--- src/design/mmsm_ram.sv ---
// Generic single-port-write, single-port-read RAM with registered read data.
module mmsm_ram #(
    parameter int unsigned WIDTH = 8,
    parameter int unsigned DEPTH = 64
) (
    input  logic                     i_clk,
    input  logic                     i_we,
    input  logic [$clog2(DEPTH)-1:0] i_waddr,
    input  logic [WIDTH-1:0]         i_wdata,
    input  logic [$clog2(DEPTH)-1:0] i_raddr,
    output logic [WIDTH-1:0]         o_rdata
);
    logic [WIDTH-1:0] r_mem [DEPTH];
    logic [WIDTH-1:0] r_rdata;

    always_ff @(posedge i_clk) begin
        if (i_we) begin
            r_mem[i_waddr] <= i_wdata;
        end
        r_rdata <= r_mem[i_raddr];
    end

    assign o_rdata = r_rdata;
endmodule

--- config.mk ---
export PLATFORM = sky130hd
export DESIGN_NAME = mmsm_ram
export DESIGN_NICKNAME = d
export VERILOG_FILES = /design/src/design/mmsm_ram.sv
export SDC_FILE = /design/constraint.sdc
export NUM_CORES = 1
export LEC_CHECK = 0
export BUFFER_PORTS_ARGS = -buffer_cell sky130_fd_sc_hd__buf_2
export CELL_PAD_IN_SITES_DETAIL_PLACEMENT = 0
export CELL_PAD_IN_SITES_GLOBAL_PLACEMENT = 1
export CORE_MARGIN = 1.5
export CORE_UTILIZATION = 56
export DETAILED_ROUTE_END_ITERATION = 16
export PLACE_DENSITY_LB_ADDON = 0.05
export SLEW_MARGIN = 20
export SYNTH_ARGS = -nofsm -noshare
export SYNTH_HDL_FRONTEND = slang
export SYNTH_SLANG_ARGS = --single-unit
export TNS_END_PERCENT = 30
--- constraint.sdc ---
create_clock -name i_clk -period 2.4 [get_ports i_clk]
set_input_delay 0.24 -clock i_clk [delete_from_list [all_inputs] [get_ports i_clk]]
set_output_delay 0.24 -clock i_clk [all_outputs]
set_load 0.005 [all_outputs]
==> results of run 1 <==
[worst max-delay path: cells and delay by family (launching register included)]
family | cells | cell delay (ns)
AO/OA/AOI/OAI | 2 | 0.72
buffers and inverters | 1 | 0.24
multiplexers | 1 | 0.48
AND/OR/NAND/NOR | 1 | 0.15
flip-flops | 1 | 0.37
[state kept, by name, indices dropped and copies added (netlist names)]
register and flops:
o_rdata 8, r_mem 512
[final cells by class]
| type | instances | area, µm² | area share, % |
|---|---|---|---|
| sequential | 520 | 15500 | 67.2 |
| multi-input combinational | 369 | 4320 | 18.7 |
| clock buffer | 62 | 1360 | 5.88 |
| timing repair buffer | 149 | 1170 | 5.08 |
| tap | 461 | 577 | 2.49 |
| clock inverter | 28 | 169 | 0.730 |
[routing by layer]
layer  global-route usage, %  routed length [µm]
met5                       0                   0
met4                    8.88                1350
met3                    4.31                2960
met2                    41.2               22300
met1                    38.4               20200
[cells by family after synthesis]
group,count (synthesis),synth area share [%]
flops,520,77.0
mux,162,15.9
simple gates,153,3.39
compound gates,54,2.07
buf+inv,51,1.57
[through the flow]
step	area [µm²]	worst slack, ns	total power [mW]
2_1_floorplan	20200	0.492	10.8
3_3_place_gp	21600	-0.113	11.2
3_5_place_dp	21600	-0.0862	11.3
4_1_cts	23100	0.279	18.6
5_1_grt	23100	0.206	19.0
6_report	23100	0.320	18.5
[power by group]
part	total (mW)	switching [mW]	internal (mW)
clock	7.38	3.18	4.20
combinational	0.993	0.591	0.403
sequential	10.1	0.0380	10.1
total	18.5	3.81	14.7
[what timing repair did]
item / CTS / global route
hold endpoints to repair: 5 / 0
resized for setup: 0 / 0
hold buffers: 1 / 0
[placed cells by master (no fill, tap or decap), drive strengths merged, types with 3 or more instances in the layout]
cell,instances
mux2i,23
nor2b,14
nand3,13
a221oi,6
clkinv,26
nand2b,7
edfxtp,512
nor2,83
clkbuf,63
nand2,19
nor3,7
buf,147
o22ai,8
mux4,126
mux2,13
nand3b,3
a211oi,4
a21oi,3
a22oi,3
o2111ai,3
o21ai,4
o2bb2ai,3
o221ai,8
dfxtp,8
[final timing paths]
check	start	end	slack, ns	cells after the start
hold / removal	i_wdata[5]	r_mem[5][5]	0.06	1
setup reg to reg	r_mem[2][5]	o_rdata[5]	0.32	5
setup / recovery	r_mem[2][5]	o_rdata[5]	0.32	5
hold reg to reg	r_mem[30][6]	o_rdata[6]	0.82	3
==> summary.md, run 1 <==
| Metric | Value |
|---|---|
| Cell taking the most area after synthesis | `edfxtp_1` |
| Cts bufs inserted | `51` |
| Count leader, synth | `edfxtp_1` |
| CP Launch Type | `flop` |
| CTS tree | `built` |
| IO Count | `30` |
| CP max FO | `1` |
| Overflow after GRT | `0` |
| Fin util | `65.2%` |
| Sum Neg Setup Slack | `0 ns` |
| Max_cap viols | `0` |
| Worst EP arrival | `2.54 ns` |
| Ys flop type | `edfxtp_1` |
| DR iter-0 viols | `923` |
| Final Non-Filler Cells | `1,589` |
| Vias | `9,988` |
| CP max stage cell | `a2111oi_0` |
| Worst-path cell chain | `mux4_2 > nor2b_1 > a2111oi_0 > buf_4 > o41ai_1` |
| Fin. Hold Viols | `0` |
| Slew Limit Fails | `0` |
| Share of cells above drive strength 1 | `31.3%` |
| Routed Antenna Nets | `0` |
| Placed Cells | `1,498` |
| Area of the die | `37,200 µm²` |
| Die Y | `193 µm` |
| Global-route wire length before repair | `68,300 µm` |
| Clock Skew | `0.0137 ns` |
| Clock Pin Slew Worst Setup and Hold Paths | `0.06 ns` |
| Die X | `193 µm` |
| Syn_area_per_cell | `21.5 µm²` |
| Post-Syn Area | `20,200 µm²` |
| Tmin final | `2.08 ns` |
| Pwr Density | `798 nW/µm²` |
| Final HPWL DP | `30,300 µm` |
| Post-synthesis sequential area ratio | `77.0%` |
| Lkg Pwr | `7.48 nW` |
| Cell Rows | `69` |
| Async SR Flop Fraction | `0%` |
| Longest Clk Path Bufs | `3` |
| Mapped Nets | `962` |
| RSZ-0062 raised after global routing | `no` |
| Antenna violations before repair | `0` |
| Final wirelength | `46,800 µm` |
| Worst setup path class | `reg -> reg` |
| Hold Worst Slack | `0.0556 ns` |
| Maximum vdd drop | `659 µV` |
| Vias in the first global route | `10,251` |
| Root buffer cell | `clkbuf_16` |
| TritonRoute pass-1 iters | `5` |
| Core area | `35,500 µm²` |
| CP endpoint kind | `flop` |
| Residual DRC | `0` |
| Starting Density | `56.8%` |
| Layout Nets | `1,113` |
| CP max stage delay | `0.65 ns` |
| Post-Syn Instances | `940` |
| Status | `finished, final reports clean` |
| Largest net degree at the start of global routing | `65` |
| Port Buf Inserts | `29` |
| Overall Global Routing Usage | `26.4%` |
| WL per Instance | `29.5 µm` |
| H-Tree Depth | `2` |
| Area grow syn2layout | `14.7%` |
| Ant. Diodes | `0` |
| Synthesized flop and latch total | `520` |
| Worst Hold Class | `in -> reg` |
| Transition time of the tightest slew-check pin | `0.705 ns` |
| Post-synth top area share | `76.2%` |
| Number of distinct library cells after synthesis | `40` |
| Vias per cell | `6.29` |
| TritonCTS Sinks | `520` |
| Top post-synthesis cells by area | `edfxtp_1 76%, mux4_2 14%, nor2_1 1.5%` |
| Commonest cells post-synth | `512 x edfxtp_1, 126 x mux4_2, 83 x nor2_1` |
| Yosys Warn Count | `0` |
| Filler cell count | `2,356` |
| Period utilization | `86.7%` |
| Achievable Freq | `0.481 GHz` |
| RePlAce Congestion | `0.813` |
| Clk Latency, worst-skew pair | `0.58 ns` |
| Slew margin rel. | `51.8%` |
| Post-CTS Setup Bufs | `0` |
| Critical path required time | `2.86 ns` |
| Number of flops mapped to enable cells by yosys | `512` |
| Finish-stage setup viols | `0` |
(Power assumes the default switching activity.)
==> run 2: changes to the inputs <==
CORE_ASPECT_RATIO = 0.75   (was unset)
HOLD_SLACK_MARGIN = 0.03   (was unset)
==> run 2 against run 1 <==
Sequential share of layout area fell by 0.14 points. Total power barely moved. Via count fell by 0.43%. Clock skew rose by 0.0032 ns. Wire length fell by 2.4%. Combinational power barely moved. Critical path type unchanged. Largest power group unchanged.
==> summary.md, run 2 (same netlist as run 1, synthesis figures left out) <==
| Metric | Value |
|---|---|
| Final HPWL DP | `29,500 µm` |
| Cell Rows | `59` |
| Filler cell count | `2,228` |
| Worst EP arrival | `2.50 ns` |
| Starting Density | `57.5%` |
| Final wirelength | `45,700 µm` |
| Area of the die | `37,200 µm²` |
| Clk Latency, worst-skew pair | `0.57 ns` |
| Finish-stage setup viols | `0` |
| DP Worst Slack | `-0.0642 ns` |
| Core area | `35,100 µm²` |
| Antenna violations before repair | `0` |
| Met2 Use GR | `38.8%` |
| H-Tree Depth | `2` |
| Worst setup path class | `reg -> reg` |
| RePlAce Congestion | `0.811` |
| Lkg Pwr | `7.50 nW` |
| Overall Global Routing Usage | `25.6%` |
| GRT met3 Usage | `5.47%` |
| Setup slack, reg-to-reg | `0.33 ns` |
| Fin. Hold Viols | `0` |
| Layout Nets | `1,114` |
| GRT met1 Usage | `39.0%` |
| Multi-input combinational cell area | `4320 µm²` |
| Hold buffer count at cts | `0` |
| CP endpoint kind | `flop` |
| Global-route wire length before repair | `67,900 µm` |
| Reg-to-reg critical path startpoint | `r_mem[29][6]` |
| Biggest register | `r_mem` |
| Hold Worst Slack | `0.116 ns` |
| Vias | `9,945` |
| Overall power | `18.4 mW` |
| CP max FO | `1` |
| Commonest non-fill, non-tap cell in the layout | `edfxtp_1` |
| Commonest non-fill, non-tap cells in the layout | `512 x edfxtp_1, 126 x mux4_2, 118 x buf_4` |
| GRT Max-Usage Layer | `met1` |
| Max_cap viols | `0` |
| WL per Instance | `28.9 µm` |
| TritonCTS Sinks | `520` |
| Overflow after GRT | `0` |
| Hold_sp | `i_wdata[1]` |
| Post-CTS resize count | `0` |
| Vias in the first global route | `10,250` |
| CTS tree | `built` |
| Pwr Density | `796 nW/µm²` |
| Share of cells above drive strength 1 | `31.6%` |
| Residual DRC | `0` |
| Port Buf Inserts | `29` |
| Period utilization | `86.3%` |
| Worst Hold Class | `in -> reg` |
| Cts bufs inserted | `47` |
| Clock Pin Slew Worst Setup and Hold Paths | `0.06 ns` |
| Die X | `222 µm` |
| RSZ-0062 raised after global routing | `no` |
| Fin util | `66.1%` |
| Worst hold path stage count | `1` |
| DR iter-0 viols | `1,014` |
| Vias per cell | `6.28` |
| Slew margin rel. | `47.1%` |
| RR Endpoint | `o_rdata[6]` |
| Achievable Freq | `0.483 GHz` |
| Slew Limit Fails | `0` |
| Worst r2r path cells | `5` |
| Sum Neg Setup Slack | `0 ns` |
| TritonRoute pass-1 iters | `7` |
| Register area | `15,500 µm²` |
| Routed Antenna Nets | `0` |
| Largest net degree at the start of global routing | `65` |
| Ant. Diodes | `0` |
| Tmin final | `2.07 ns` |
| Maximum vdd drop | `660 µV` |
| Status | `finished, final reports clean` |
| Max reg flops | `512` |
| Critical path required time | `2.83 ns` |
| Die Y | `167 µm` |
| Longest Clk Path Bufs | `3` |
| IO Count | `30` |
| Clock Skew | `0.0169 ns` |
| Worst Hold Endpoint | `r_mem[30][1]` |
| CP Launch Type | `flop` |
| Root buffer cell | `clkbuf_16` |
| Transition time of the tightest slew-check pin | `0.793 ns` |
| Post-CTS Setup Bufs | `0` |
| Final setup margin | `0.329 ns` |
| Area grow syn2layout | `14.9%` |
## run 2: cell types whose count changed in the layout (fill, tap and decap cells not counted), moves of 2 or more
| cell | before | now |
|---|---|---|
| clkbuf_16 | 53 | 49 |
| buf_4 | 112 | 118 |
| clkinv_2 | 9 | 6 |
| clkbuf_1 | 9 | 11 |
| buf_12 | 9 | 12 |
| buf_2 | 26 | 23 |
| bufinv_16 | 2 | 5 |
| clkinv_1 | 17 | 12 |
## run 2: worst max-delay path by stage
stage | from | endpoint | slack, ns | cells after the start
finish | r_mem[29][6] | o_rdata[6] | 0.33 | 5
detailed placement | i_raddr[0] | o_rdata[4] | -0.06 | 7
CTS | r_mem[29][6] | o_rdata[6] | 0.31 | 5
global route | r_mem[29][6] | o_rdata[6] | 0.28 | 5
global placement | i_raddr[0] | o_rdata[4] | -0.05 | 7
floorplan | i_raddr[1] | o_rdata[3] | 0.49 | 7
## run 2: report_power, final
group | total [mW] | switching [mW] | leakage [nW] | internal, mW
sequential | 10.1 | 0.0294 | 4.67 | 10.0
combinational | 1.01 | 0.593 | 2.10 | 0.415
clock | 7.36 | 3.11 | 0.734 | 4.25
## run 2: critical path, stage by stage (launching register included)
cell	delay, ns
edfxtp_1	0.38
mux4_2	0.47
mux2_2	0.27
o221a_2	0.30
nor3_1	0.38
o32ai_1	0.15
## run 2: stage by stage
step                      instance area (µm²)  cells
after floorplan                         20200    940
after CTS                               23200   1584
after global placement                  21700   1500
after detailed placement                21700   1500
final                                   23200   1584
after global routing                    23200   1584
## run 2: final cells by class
cell class / count / share of cell area, %
repair buffers: 154 / 5.41
clock inverters: 24 / 1.01
well taps: 457 / 2.47
multi-input cells: 369 / 18.6
clock buffers: 60 / 5.47
flip-flops and latches: 520 / 67.0
## run 2: per-layer routing
layer,up-vias,routed length [µm]
met5,-,0
met4,0,794
met3,61,3670
met2,380,21300
met1,5276,20000
li1,4228,-
==> run 3: changes to the inputs <==
CORE_UTILIZATION = 50   (was 56)
clock period = 1.8 ns   (was 2.4 ns; I/O delays follow)
==> run 3 against run 2 <==
Sequential cell count did not move. Critical path depth did not move. Die area grew 12%. Worst hold slack got worse by 0.019 ns. Critical path type unchanged. Critical endpoint is now o_rdata[1]. Clock-buffer cell count up 8. Wire length increased by 2.0%. Sequential power up 33%. Clock skew shrank 0.0036 ns. Global-route usage down 2.4 points. Final area grew 2.0%. Register-to-register slack got worse by 0.40 ns. The run now ends with setup timing left. Non-clock buffer count increased by 37.
==> summary.md, run 3 (same netlist as run 1, synthesis figures left out) <==
| Metric | Value |
|---|---|
| Slew Limit Fails | `0` |
| Final wirelength | `46,600 µm` |
| Global-route wire length before repair | `69,200 µm` |
| Clk Latency, worst-skew pair | `0.56 ns` |
| Core area | `39,600 µm²` |
| Critical path required time | `2.25 ns` |
| Tmin final | `1.87 ns` |
| Violated checks | `setup timing` |
| Reg-to-reg critical path startpoint | `r_mem[46][1]` |
| Worst setup path class | `reg -> reg` |
| Post-CTS Setup Bufs | `0` |
| Vias per cell | `5.95` |
| Area of the die | `41,600 µm²` |
| Overall Global Routing Usage | `23.2%` |
| Period utilization | `104%` |
| Cts bufs inserted | `49` |
| RR Endpoint | `o_rdata[1]` |
| Setup slack, reg-to-reg | `-0.07 ns` |
| Max_cap viols | `0` |
| Final HPWL DP | `30,400 µm` |
| Achievable Freq | `0.536 GHz` |
| Max reg flops | `512` |
| TritonRoute pass-1 iters | `5` |
| CP Launch Type | `flop` |
| CP endpoint kind | `flop` |
| Slew margin rel. | `48.3%` |
| Hold buffer count at cts | `0` |
| Share of cells above drive strength 1 | `34.3%` |
| Worst hold path stage count | `3` |
| Routed Antenna Nets | `0` |
| Cell Rows | `63` |
| Worst-path cell chain | `mux4_2 > mux2_4 > a221oi_4 > buf_4 > o2bb2ai_2` |
| Longest Clk Path Bufs | `3` |
| Die X | `235 µm` |
| RePlAce Congestion | `0.788` |
| CTS tree | `built` |
| Port Buf Inserts | `29` |
| RSZ-0062 raised after global routing | `yes` |
| DR iter-0 viols | `1,231` |
| Maximum vdd drop | `761 µV` |
| Die Y | `177 µm` |
| CP max FO | `1` |
| Clock Pin Slew Worst Setup and Hold Paths | `0.06 ns` |
| Residual DRC | `0` |
| Status | `finished with violations` |
| Layout Nets | `1,153` |
| TritonCTS Sinks | `520` |
| Worst EP arrival | `2.32 ns` |
| WL per Instance | `27.6 µm` |
| Vias in the first global route | `10,329` |
| Worst Hold Endpoint | `o_rdata[4]` |
| Root buffer cell | `clkbuf_16` |
| Worst r2r path cells | `5` |
| Filler cell count | `2,872` |
| Commonest non-fill, non-tap cells in the layout | `512 x edfxtp_1, 150 x buf_4, 126 x mux4_2` |
| Transition time of the tightest slew-check pin | `0.776 ns` |
| Biggest register | `r_mem` |
| Lkg Pwr | `7.71 nW` |
| Overflow after GRT | `0` |
| Worst Hold Class | `in -> reg` |
| Area grow syn2layout | `17.2%` |
| H-Tree Depth | `2` |
| Final setup margin | `-0.0665 ns` |
| CP max stage cell | `mux4_2` |
| Hold_sp | `i_raddr[5]` |
| Pwr Density | `1030 nW/µm²` |
| Clock Skew | `0.0133 ns` |
| Overall power | `24.3 mW` |
| Vias | `10,032` |
| DP Worst Slack | `-0.671 ns` |
| CP max stage delay | `0.48 ns` |
| Largest net degree at the start of global routing | `65` |
| Antenna violations before repair | `1` |
| IO Count | `30` |
| Finish-stage setup viols | `7` |
| Starting Density | `50.9%` |
| Commonest non-fill, non-tap cell in the layout | `edfxtp_1` |
| Fin. Hold Viols | `0` |
[run 3: changes by cell type in the layout (fill, tap and decap cells not counted), sizes merged, moves of 4 or more]
cell	change
clkbuf	+8
bufinv	-4
buf	+37
clkinv	-4
[run 3: final cells by class]
type / instances / area, µm² / share of cell area [%]
Sequential cell: 520 / 15500 / 65.7
Multi-Input combinational cell: 369 / 4430 / 18.7
Timing Repair Buffer: 191 / 1570 / 6.65
Clock buffer: 68 / 1340 / 5.67
Tap cell: 520 / 651 / 2.75
Clock inverter: 18 / 110 / 0.466
Antenna cell: 1 / 2.50 / 0.0106
[run 3: worst max-delay path, delay by kind of cell (launching register included)]
family | cells | cell delay [ns]
AOI/OAI and AO/OA | 2 | 0.42
buffers and inverters | 1 | 0.18
DFF | 1 | 0.36
muxes | 2 | 0.80
[run 3: worst max-delay path by stage]
| stage | from | end | slack [ns] | cells past startpoint |
|---|---|---|---|---|
| CTS | r_mem[46][1] | o_rdata[1] | -0.07 | 5 |
| floorplan | i_raddr[1] | o_rdata[3] | 0.01 | 7 |
| detailed placement | i_raddr[0] | o_rdata[1] | -0.67 | 7 |
| global route | r_mem[47][1] | o_rdata[1] | -0.11 | 5 |
| global placement | i_raddr[0] | o_rdata[1] | -0.65 | 7 |
| finish | r_mem[46][1] | o_rdata[1] | -0.07 | 5 |
[run 3: stage by stage]
stage	area [µm²]	TNS, ns	hold slack (ns)	util, %	cells
3_3_place_gp	22100	-4.18	0.597	55.7	1601
4_1_cts	23600	-0.332	0.0775	59.6	1686
3_5_place_dp	22100	-4.21	0.599	55.7	1601
5_1_grt	23600	-0.641	0.113	59.6	1686
6_report	23600	-0.123	0.0971	59.6	1687
2_1_floorplan	20200	0	0.279	-	940
[run 3: repair_timing]
action                                 4_1_cts  5_1_grt
resized for setup                           17        4
pin swaps                                    8        0
setup endpoints to repair                    8        8
endpoints found under the hold margin        0        0
[run 3: routing by layer]
layer,GRT usage [%],wire (µm)
met2,35.1,21400
met4,5.33,856
met3,4.85,3650
met5,0,0
met1,35.2,20700
[run 3: power by group]
group / internal (mW) / total (mW) / switching (mW)
registers: 13.4 / 13.4 / 0.0369
logic: 0.626 / 1.44 / 0.818
clock network: 5.31 / 9.45 / 4.14
